## config.mk

```make
export PLATFORM = sky130hd
export DESIGN_NAME = circular_contiguous_slot_allocator
export DESIGN_NICKNAME = d
export VERILOG_FILES = /design/src/rtl/ccsa_pkg.sv /design/src/rtl/ccsa_ram.sv /design/src/rtl/circular_contiguous_slot_allocator.sv
export SDC_FILE = /design/constraint.sdc
export NUM_CORES = 1
export LEC_CHECK = 0
export ABC_CLOCK_PERIOD_IN_PS = 11250
export BUFFER_PORTS_ARGS = -buffer_cell sky130_fd_sc_hd__buf_4
export CORE_ASPECT_RATIO = 0.8
export CORE_MARGIN = 2
export CORE_UTILIZATION = 29
export DETAILED_ROUTE_END_ITERATION = 10
export HOLD_SLACK_MARGIN = 0.1
export PLACE_DENSITY = 0.5
export SLEW_MARGIN = 10
export SYNTH_ARGS = -nofsm -noshare
export SYNTH_HDL_FRONTEND = slang
export SYNTH_SLANG_ARGS = --single-unit
```

## constraint.sdc

```tcl
create_clock -name clk -period 11.25 [get_ports clk]
set_input_delay 1.125 -clock clk [delete_from_list [all_inputs] [get_ports clk]]
set_output_delay 1.125 -clock clk [all_outputs]
set_load 0.02 [all_outputs]
```

## src/rtl/ccsa_pkg.sv

```systemverilog
// Shared widths, defaults, command and state encodings for the circular slot allocator.
`default_nettype none
package ccsa_pkg;

  localparam int unsigned MAX_SLOTS_DEF = 64;
  localparam int unsigned CNT_W         = 7;   // slot counts, run lengths, results
  localparam int unsigned START_W       = 6;
  localparam int unsigned OFS_W         = 8;   // scan offset, spans up to two laps
  localparam int unsigned DATA_W        = 32;
  localparam int unsigned ADDR_W        = 3;

  localparam logic [CNT_W-1:0] NUM_SLOTS_RST = CNT_W'(MAX_SLOTS_DEF);

  localparam logic CMD_STORE   = 1'b0;
  localparam logic CMD_RELEASE = 1'b1;

  localparam logic REG_NUM_SLOTS = 1'b0;

  typedef enum logic [4:0] {
    ST_IDLE  = 5'b00001,
    ST_MOD   = 5'b00010,
    ST_SCAN  = 5'b00100,
    ST_WRITE = 5'b01000,
    ST_CLEAR = 5'b10000
  } state_t;

endpackage : ccsa_pkg
`default_nettype wire

```

## src/rtl/ccsa_ram.sv

```systemverilog
// Generic single-write, single-read RAM with registered read data.
`default_nettype none
module ccsa_ram #(
  parameter int unsigned WIDTH = 1,
  parameter int unsigned DEPTH = 64
) (
  input  wire logic                     clk,
  input  wire logic                     we,
  input  wire logic [$clog2(DEPTH)-1:0] waddr,
  input  wire logic [WIDTH-1:0]         wdata,
  input  wire logic [$clog2(DEPTH)-1:0] raddr,
  output logic      [WIDTH-1:0]         rdata
);

  logic [WIDTH-1:0] mem [DEPTH];

  always_ff @(posedge clk) begin
    if (we) begin
      mem[waddr] <= wdata;
    end
    rdata <= mem[raddr];
  end

endmodule : ccsa_ram
`default_nettype wire

```

## src/rtl/circular_contiguous_slot_allocator.sv

```systemverilog
// Circular first-fit contiguous slot allocator: top level.
// Per item: the start slot is first reduced modulo n by repeated subtraction,
//   then a store scans one slot a cycle around the ring and writes len
//   slots; a release writes min(len,n) slots. One item at a time (busy).
// The result strobes for one cycle once the decision is made; the ring marks
//   go through the one-bit map RAM one entry a cycle from the strobe's cycle on, unless a num_slots write intervenes.
// Reset and every num_slots write run a clearing pass over all MAX_SLOTS map entries.
`default_nettype none
module circular_contiguous_slot_allocator
  import ccsa_pkg::*;
#(
  parameter int unsigned MAX_SLOTS = MAX_SLOTS_DEF
) (
  input  wire logic               clk,
  input  wire logic               rst_n,
  input  wire logic               start,
  output logic                    busy,
  input  wire logic               in_command,
  input  wire logic [START_W-1:0] in_start_slot,
  input  wire logic [CNT_W-1:0]   in_run_length,
  output logic                    out_valid,
  output logic                    out_failed,
  output logic [CNT_W-1:0]        out_value,
  input  wire logic               psel,
  input  wire logic               penable,
  input  wire logic               pwrite,
  input  wire logic [ADDR_W-1:0]  paddr,
  input  wire logic [DATA_W-1:0]  pwdata,
  output logic [DATA_W-1:0]       prdata,
  output logic                    pready
);

  localparam int unsigned AW = $clog2(MAX_SLOTS);

  state_t             state_r, state_nxt;
  logic [CNT_W-1:0]   num_slots_r, num_slots_nxt;
  logic [CNT_W-1:0]   fc_r, fc_nxt;
  logic               cmd_r, cmd_nxt;
  logic [START_W-1:0] start_r, start_nxt;
  logic [CNT_W-1:0]   len_r, len_nxt;
  logic [CNT_W-1:0]   base_r, base_nxt;
  logic [OFS_W-1:0]   cand_r, cand_nxt;
  logic [CNT_W-1:0]   cnt_r, cnt_nxt;
  logic [AW-1:0]      cand_addr_r, cand_addr_nxt;
  logic [AW-1:0]      scan_addr_r, scan_addr_nxt;
  logic [AW-1:0]      rd_addr_r, rd_addr_nxt;
  logic               rd_vld_r, rd_vld_nxt;
  logic [AW-1:0]      w_addr_r, w_addr_nxt;
  logic [CNT_W-1:0]   w_left_r, w_left_nxt;
  logic               w_bit_r, w_bit_nxt;
  logic [AW-1:0]      clr_addr_r, clr_addr_nxt;
  logic               out_valid_r, out_valid_nxt;
  logic               out_failed_r, out_failed_nxt;
  logic [CNT_W-1:0]   out_value_r, out_value_nxt;

  logic [CNT_W-1:0]   n_eff;
  logic [AW-1:0]      last_addr;
  logic [CNT_W-1:0]   tgt;
  logic [OFS_W-1:0]   skip_ofs;
  logic [OFS_W-1:0]   run_cnt;
  logic [OFS_W-1:0]   rel_sum;
  logic               cfg_wr;

  logic               ram_we;
  logic [AW-1:0]      ram_waddr;
  logic               ram_wdata;
  logic               ram_rdata;

  function automatic logic [AW-1:0] ring_inc(input logic [AW-1:0] a, input logic [AW-1:0] last);
    return (a == last) ? '0 : a + AW'(1);
  endfunction

  // Effective ring size: zero acts as one, clamp to the map depth.
  always_comb begin
    if (num_slots_r == '0) begin
      n_eff = CNT_W'(1);
    end else if (int'(num_slots_r) > int'(MAX_SLOTS)) begin
      n_eff = CNT_W'(MAX_SLOTS);
    end else begin
      n_eff = num_slots_r;
    end
  end

  assign last_addr = AW'(n_eff - CNT_W'(1));
  assign tgt       = (len_r == '0) ? CNT_W'(1) : len_r;
  assign skip_ofs  = cand_r + OFS_W'(cnt_r) + OFS_W'(1);
  assign run_cnt   = OFS_W'(cnt_r) + OFS_W'(1);
  assign rel_sum   = OFS_W'(fc_r) + OFS_W'(len_r);
  assign cfg_wr    = psel && penable && pwrite && pready;

  assign busy      = (state_r != ST_IDLE);
  assign out_valid = out_valid_r;
  assign out_failed = out_failed_r;
  assign out_value = out_value_r;
  assign pready    = 1'b1;
  assign prdata    = DATA_W'(num_slots_r);

  always_comb begin
    state_nxt      = state_r;
    num_slots_nxt  = num_slots_r;
    fc_nxt         = fc_r;
    cmd_nxt        = cmd_r;
    start_nxt      = start_r;
    len_nxt        = len_r;
    base_nxt       = base_r;
    cand_nxt       = cand_r;
    cnt_nxt        = cnt_r;
    cand_addr_nxt  = cand_addr_r;
    scan_addr_nxt  = scan_addr_r;
    rd_addr_nxt    = rd_addr_r;
    rd_vld_nxt     = 1'b0;
    w_addr_nxt     = w_addr_r;
    w_left_nxt     = w_left_r;
    w_bit_nxt      = w_bit_r;
    clr_addr_nxt   = clr_addr_r;
    out_valid_nxt  = 1'b0;
    out_failed_nxt = out_failed_r;
    out_value_nxt  = out_value_r;

    unique case (state_r)
      ST_IDLE: begin
        if (start) begin
          cmd_nxt   = in_command;
          start_nxt = in_start_slot;
          len_nxt   = in_run_length;
          base_nxt  = CNT_W'(in_start_slot);
          state_nxt = ST_MOD;
        end
      end

      ST_MOD: begin
        if (base_r >= n_eff) begin
          base_nxt = base_r - n_eff;
        end else if (cmd_r == CMD_RELEASE) begin
          out_valid_nxt  = 1'b1;
          out_failed_nxt = 1'b0;
          out_value_nxt  = len_r;
          fc_nxt         = (rel_sum > OFS_W'(n_eff)) ? n_eff : CNT_W'(rel_sum);
          w_left_nxt     = (len_r < n_eff) ? len_r : n_eff;
          w_addr_nxt     = AW'(base_r);
          w_bit_nxt      = 1'b0;
          state_nxt      = (len_r != '0) ? ST_WRITE : ST_IDLE;
        end else if (len_r > fc_r) begin
          out_valid_nxt  = 1'b1;
          out_failed_nxt = 1'b1;
          out_value_nxt  = '0;
          state_nxt      = ST_IDLE;
        end else begin
          scan_addr_nxt = AW'(base_r);
          cand_addr_nxt = AW'(base_r);
          cand_nxt      = '0;
          cnt_nxt       = '0;
          state_nxt     = ST_SCAN;
        end
      end

      // Issue one read a cycle; judge the slot whose read was issued in the previous cycle.
      // Reads run strictly in ring order, so a restart of the run never
      // needs to reissue the read already in flight.
      ST_SCAN: begin
        rd_vld_nxt    = 1'b1;
        rd_addr_nxt   = scan_addr_r;
        scan_addr_nxt = ring_inc(scan_addr_r, last_addr);
        if (rd_vld_r) begin
          if (ram_rdata) begin
            if (skip_ofs >= OFS_W'(n_eff)) begin
              out_valid_nxt  = 1'b1;
              out_failed_nxt = 1'b1;
              out_value_nxt  = '0;
              rd_vld_nxt     = 1'b0;
              state_nxt      = ST_IDLE;
            end else begin
              cand_nxt      = skip_ofs;
              cnt_nxt       = '0;
              cand_addr_nxt = ring_inc(rd_addr_r, last_addr);
            end
          end else if (run_cnt >= OFS_W'(tgt)) begin
            out_valid_nxt  = 1'b1;
            out_failed_nxt = 1'b0;
            out_value_nxt  = CNT_W'(OFS_W'(start_r) + cand_r);
            fc_nxt         = fc_r - len_r;
            w_addr_nxt     = cand_addr_r;
            w_left_nxt     = len_r;
            w_bit_nxt      = 1'b1;
            rd_vld_nxt     = 1'b0;
            state_nxt      = (len_r != '0) ? ST_WRITE : ST_IDLE;
          end else begin
            cnt_nxt = CNT_W'(run_cnt);
          end
        end
      end

      // Writes finish before the next item can read, so no forwarding needed.
      ST_WRITE: begin
        w_addr_nxt = ring_inc(w_addr_r, last_addr);
        w_left_nxt = w_left_r - CNT_W'(1);
        if (w_left_r == CNT_W'(1)) begin
          state_nxt = ST_IDLE;
        end
      end

      ST_CLEAR: begin
        fc_nxt       = n_eff;
        clr_addr_nxt = clr_addr_r + AW'(1);
        if (clr_addr_r == AW'(MAX_SLOTS - 1)) begin
          state_nxt = ST_IDLE;
        end
      end

      default: begin
        state_nxt = ST_CLEAR;
      end
    endcase

    // Register write: reload the ring size and restart the clearing pass.
    if (cfg_wr && (paddr[2] == REG_NUM_SLOTS)) begin
      num_slots_nxt = pwdata[CNT_W-1:0];
      clr_addr_nxt  = '0;
      rd_vld_nxt    = 1'b0;
      state_nxt     = ST_CLEAR;
    end
  end

  always_ff @(posedge clk) begin
    if (!rst_n) begin
      state_r     <= ST_CLEAR;
      num_slots_r <= NUM_SLOTS_RST;
      fc_r        <= '0;
      clr_addr_r  <= '0;
      rd_vld_r    <= 1'b0;
      out_valid_r <= 1'b0;
    end else begin
      state_r     <= state_nxt;
      num_slots_r <= num_slots_nxt;
      fc_r        <= fc_nxt;
      clr_addr_r  <= clr_addr_nxt;
      rd_vld_r    <= rd_vld_nxt;
      out_valid_r <= out_valid_nxt;
    end
  end

  always_ff @(posedge clk) begin
    cmd_r        <= cmd_nxt;
    start_r      <= start_nxt;
    len_r        <= len_nxt;
    base_r       <= base_nxt;
    cand_r       <= cand_nxt;
    cnt_r        <= cnt_nxt;
    cand_addr_r  <= cand_addr_nxt;
    scan_addr_r  <= scan_addr_nxt;
    rd_addr_r    <= rd_addr_nxt;
    w_addr_r     <= w_addr_nxt;
    w_left_r     <= w_left_nxt;
    w_bit_r      <= w_bit_nxt;
    out_failed_r <= out_failed_nxt;
    out_value_r  <= out_value_nxt;
  end

  always_comb begin
    ram_we    = 1'b0;
    ram_waddr = w_addr_r;
    ram_wdata = w_bit_r;
    if (state_r == ST_CLEAR) begin
      ram_we    = 1'b1;
      ram_waddr = clr_addr_r;
      ram_wdata = 1'b0;
    end else if (state_r == ST_WRITE) begin
      ram_we = 1'b1;
    end
  end

  ccsa_ram #(
    .WIDTH (1),
    .DEPTH (MAX_SLOTS)
  ) u_map (
    .clk   (clk),
    .we    (ram_we),
    .waddr (ram_waddr),
    .wdata (ram_wdata),
    .raddr (scan_addr_r),
    .rdata (ram_rdata)
  );

endmodule : circular_contiguous_slot_allocator
`default_nettype wire

```

-- Word-level counts from Yosys, hierarchy flattened
Memory sizes are Yosys's and may differ from the RTL's. A register that Yosys moved wholly into a read port is not among the register bits.
Cells that the tools add are included.
- output and inout bits: 43
- memories kept: 1
- input port bits: 55
- logic and storage cells: 199
- RAM bits: 64
- register bits after elaboration: 103
- memory list (name ; words ; width ; read ports ; clocked after memory_dff ; write ports ; RTL line ; source):
    u_map.mem ; 64 ; 1 ; 1 ; 1 ; 1 ; ccsa_ram.sv:15 ; logic [WIDTH-1:0] mem [DEPTH];
- equal/unequal tests: 29
- muxes and demuxes: 104
- reductions and logical operators: 22
- order comparisons: 7
- bitwise gates (word level): 3
- add/sub/neg operators: 13
- operators with widths (cell ; number):
    $mux W7 ; 31
    $mux W6 ; 15
    $mux W8 ; 6
    $pmux W7 S2 ; 3
    $pmux W7 S3 ; 2
    $mux W5 ; 8
    $mux W1 ; 28
    $pmux W5 S5 ; 1
    $add A6 B1 Y6 const B ; 4
    $ne A2 B2 Y1 const B ; 12
    $pmux W6 S2 ; 2
    $reduce_and A6 Y1 ; 4
    $reduce_and A7 Y1 ; 3
    $eq A6 B6 Y1 ; 3
    $pmux W6 S3 ; 1
    $ge A8 B7 Y1 ; 2
    $pmux W8 S2 ; 1
    $logic_not A7 Y1 ; 2
    $sub A7 B7 Y7 ; 2
    $ne A3 B3 Y1 const B ; 3
    $add A7 B1 Y8 const B ; 1
    $add A7 B7 Y8 ; 1
    $add A8 B1 Y8 const B ; 1
    $add A8 B7 Y8 ; 1
    31 further kinds ; 41

-- Depth between registers and ports, before layout
- depth after elaboration: 10
- mapped depth: 16

-- Modules after synthesis
A second synthesis with hierarchy kept.
- cell total of the unflattened synthesis: 976
- area total of the unflattened synthesis: 10383.7 um2
- by module, submodules not included (module ; area each (um2) ; cells an instance ; seq. area each (um2) ; instances):
    circular_contiguous_slot_allocator ; 7447.1 ; 771 ; 2822.7 ; 1
    ccsa_ram ; 2936.6 ; 205 ; 1941.9 ; 1

-- Worst setup path after synthesis
No wires, ideal clock.
- path type: register to register
- start: reg len_r[0]
- end: reg fc_r[0]
- path slack: 7.296 ns
- required time: 11.134 ns
- stages on the path, launching flop included: 17
- library setup time: 0.116 ns
- path buffers: 0
- data arrival time: 3.838 ns
- cell sequence: edfxtp_1 > ha_1 > inv_1 > fa_1 > o21bai_1 > a21oi_1 > o21ba_2 > o21ai_0 > xnor2_1 > ha_1 > and4_1 > a2111oi_0 > a22oi_1 > a22oi_2 > o21ai_0 > mux2i_1 > a31o_2
- cells in the longest elaborated chain, start to end: 6
- elaborated cells on any way between the ends: 15
- ends and longest elaborated chain (element ; RTL line ; source):
    from (decl) ; circular_contiguous_slot_allocator.sv:40 ; logic [CNT_W-1:0] len_r, len_nxt;
    from (signal assigned) ; circular_contiguous_slot_allocator.sv:245 ; len_r <= len_nxt;
    $add A7 B7 Y8 ; circular_contiguous_slot_allocator.sv:88 ; assign rel_sum = OFS_W'(fc_r) + OFS_W'(len_r);
    $gt A8 B7 Y1 ; circular_contiguous_slot_allocator.sv:138 ; fc_nxt = (rel_sum > OFS_W'(n_eff)) ? n_eff : CNT_W'(rel_sum);
    $mux W7 ; circular_contiguous_slot_allocator.sv:138 ;
    $mux W7 ; circular_contiguous_slot_allocator.sv:134 ; end else if (cmd_r == CMD_RELEASE) begin
    $mux W7 ; circular_contiguous_slot_allocator.sv:132 ; if (base_r >= n_eff) begin
    $pmux W7 S3 ; circular_contiguous_slot_allocator.sv:120 ; unique case (state_r)
    to (signal assigned) ; circular_contiguous_slot_allocator.sv:235 ; fc_r <= fc_nxt;
    to (decl) ; circular_contiguous_slot_allocator.sv:37 ; logic [CNT_W-1:0] fc_r, fc_nxt;
Parallel ways exist; a longest one is shown, timed or not. The select of a mux whose other input is x is not followed.
A chain may end at the register's enable or synchronous reset.

-- Final worst setup path
- start: reg len_r[1]
- end: reg fc_r[0]
The elaborated chain is that of the path after synthesis.

==> results.ini <==
[worst_setup_path]
critical_path_class = flip-flop to flip-flop
max_stage_delay_ns = 0.63
crit_required_ns = 11.60
cp.arrival_ns = 5.24
slowest_stage = edfxtp_1
critical_path.max_fanout = 9
startpoint_type = flip-flop
cpMostUsedCell = o21ai_0
path_cells = inv_1 > fa_1 > o21bai_1 > a21oi_1 > o21ba_2 > o21ai_0 > xnor2_1 > ha_1 > and4_1 > a2111oi_0 > a22oi_1 > a22oi_2 > o21ai_0 > mux2i_1 > a31o_2
crit_path_end_kind = flip-flop

[yosys]
synth-xor-area-share_pct = 5.784
synth_edf_count = 140
async_reset_ff_share_pct = 0
ys_warn_count = 0
synth_top_family_by_area = simple AND/OR/NAND/NOR gates
synth-main-ff-cell = edfxtp_1
synth_cell_types = 72
synth_mux_area_share_pct = 5.687
synth_adder_area_share_pct = 9.090
synth_simple_gate_area_share_pct = 14.59
synth_seq_cells = 168
netlist_instances = 967
syn_area_per_cell_sq_um = 10.65
syn_area_sq_um = 10300
ys_seq_area_share_pct = 46.28
synth_compound_area_share_pct = 13.26

[layout]
syn_to_final_growth_pct = 12.30
nets = 1121
drive_gt1_share_pct = 11.41
final_area_sq_um = 11560
fin_util_pct = 33.15
fillers = 3563
final_common_cell = edfxtp_1
antennaDiodeCount = 0
mostFrequentLayoutCells = edfxtp_1, nor2_1, ha_1

[clock_network]
clkTransAtPathRegs_ns = 0.07
ctsHoldBuffers = 0
clock-sinks = 168
cts_buffers = 17
cts_buffer_depth = 2
cts_root_buf = clkbuf_16
clk_latency_ns = 0.45
cts_tree = built
ctsResizeCount = 0
cts_setup_buffers = 0
cts_max_level = 4

[routing]
num_vias = 7262
firstDrtPassIters = 7
drc_errors = 0
wirelength_um = 26360
wire_per_inst_um = 17.81
viasPerCell = 4.907
final_antenna_net_count = 0
drtIter0Drc = 614

[pwr]
p_per_area_nw_per_um2 = 114.0
p_sw_share_pct = 23.90
p_switching_uw = 315.1
peakVddDrop_mv = 0.08394
clkPwrFrac_pct = 43.0
leakage_nw = 4.246
seq_power_share_pct = 51.4
p_comb_share_pct = 5.6
intPower_mw = 1.004

[floorplanning]
die_w_um = 214.7
core_area_sq_um = 34880
rows = 61
io_pins = 98
die_area_sq_um = 37040
die_h_um = 172.5
start_util_pct = 29.52

[global_route]
grt_antenna_before_repair = 0
grt_pass1_vias = 6982
grt_start_max_net_pins = 65
grt_use_total_pct = 14.37
grt_pass1_wl_um = 41010
grt_remaining_overflow = 0

[placement]
routabilityCongestion = 0.8226
hpwl_um = 19070
port-buffer-count = 44
place_area_sq_um = 11010

[timing]
setup_viol = 0
max_freq_ghz = 0.2044
worst_pin_slew_ns = 0.9454
maxSlewHeadroom_pct = 36.98
grt_setup_unrepaired = false
drv_slew = 0
finalCritPeriodShare_pct = 43.48
timing.final.hold_violations = 0
fin_tns_setup_ns = 0
fin_worst_skew_ns = 0.009633
min_period_ns = 4.892

[flow_run]
drv_cap = 0

[hold_path]
hold_class = flip-flop to flip-flop

[outcome]
outcome = complete, no violations

-- worst max-delay path, delay by kind of cell, from the launching register on --
family | cells | cell delay [ns]
muxes | 1 | 0.22
xor gates and xnor gates | 1 | 0.18
adders and majority gates | 2 | 0.80
AOI/OAI and AO/OA | 9 | 2.61
DFF | 1 | 0.63
and+or+nand+nor | 1 | 0.15
buffers and inverters | 1 | 0.19
-- cells by family after synthesis --
group                    count (synthesis)
AND/OR/NAND/NOR                        314
AO/OA/AOI/OAI                          196
flip-flops                             168
buffers and inverters                  115
adder cells (fa/ha/maj)                 72
XOR/XNOR                                68
multiplexers                            32
other                                    2
-- state kept, by name (all words and copies together) (netlist names), 5 cells and up --
name         count
w_left_r         7
base_r           7
out_value        7
cand_r           8
w_addr_r         6
len_r            7
cand_addr_r      6
state_r          5
u_map.mem       64
clr_addr_r       6
fc_r             7
num_slots_r      7
rd_addr_r        6
scan_addr_r      6
cnt_r            7
start_r          6
-- synth_stat cells, types with 7 or more instances --
master	number	area share, %
mux4_2	21	4.6
inv_1	49	1.8
ha_1	66	8.0
o21ai_0	41	2.0
xor2_1	24	2.0
clkbuf_1	28	1.0
nor3_1	16	0.78
nand3_1	23	1.1
nor2b_1	10	0.61
a21oi_1	37	1.8
and2_1	15	0.91
edfxtp_1	140	41
buf_4	27	2.0
a221o_1	7	0.68
nor2_1	127	4.6
nand2b_1	17	1.0
mux2i_1	9	0.87
dfxtp_1	28	5.4
a22oi_1	9	0.66
a31oi_1	18	1.1
a21o_1	10	0.73
o21bai_1	7	0.51
a211oi_1	11	0.80
xnor2_1	44	3.7
nand2_1	62	2.3
-- stage by stage --
stage / hold WS, ns / instances / total power [mW] / setup slack (ns)
after global placement: 0.5392 / 1448 / 0.7647 / 6.368
after global routing: 0.5980 / 1480 / 1.365 / 6.005
after detailed placement: 0.5505 / 1448 / 0.7651 / 6.361
after CTS: 0.5603 / 1480 / 1.332 / 6.333
after floorplan: 0.4244 / 991 / 0.7475 / 7.296
final: 0.5666 / 1480 / 1.319 / 6.358
-- cell type report --
type / instances / area, sq um / area share (%)
clock inverter: 14 / 122.6 / 1.060
timing repair buffer: 51 / 382.9 / 3.311
inverter: 49 / 183.9 / 1.591
tap: 472 / 590.6 / 5.108
multi-input combinational: 708 / 5089 / 44.01
sequential: 168 / 4765 / 41.21
clock buffer: 18 / 429.2 / 3.712
-- per-layer routing --
metal	global-route usage [%]	up-vias	part of all wire [%]
met1	20.44	3552	50
met2	22.42	129	45
li1	-	3560	-
met3	2.463	21	3.5
met4	4.167	0	1.1
met5	0	-	0
-- power groups by stage --
stage / clock network [mW] / logic, mW / registers, mW
after global routing: 0.605 / 0.0822 / 0.678
final: 0.567 / 0.0742 / 0.678
after floorplan: 0 / 0.0600 / 0.687
after detailed placement: 0 / 0.0739 / 0.691
after global placement: 0 / 0.0739 / 0.691
after CTS: 0.580 / 0.0745 / 0.677
-- path summary, 6_finish.rpt --
| path | from | to | slack, ns | cells after the start |
|---|---|---|---|---|
| max | len_r[1]$_DFFE_PP_ | fc_r[0]$_SDFFE_PN0P_ | 6.36 | 15 |
| max reg2reg | len_r[1]$_DFFE_PP_ | fc_r[0]$_SDFFE_PN0P_ | 6.36 | 15 |
| min reg2reg | clr_addr_r[5]$_SDFFE_PP0N_ | clr_addr_r[5]$_SDFFE_PP0N_ | 0.57 | 2 |
| min | clr_addr_r[5]$_SDFFE_PP0N_ | clr_addr_r[5]$_SDFFE_PP0N_ | 0.57 | 2 |
Note: power is estimated with default switching activity, not from simulation.
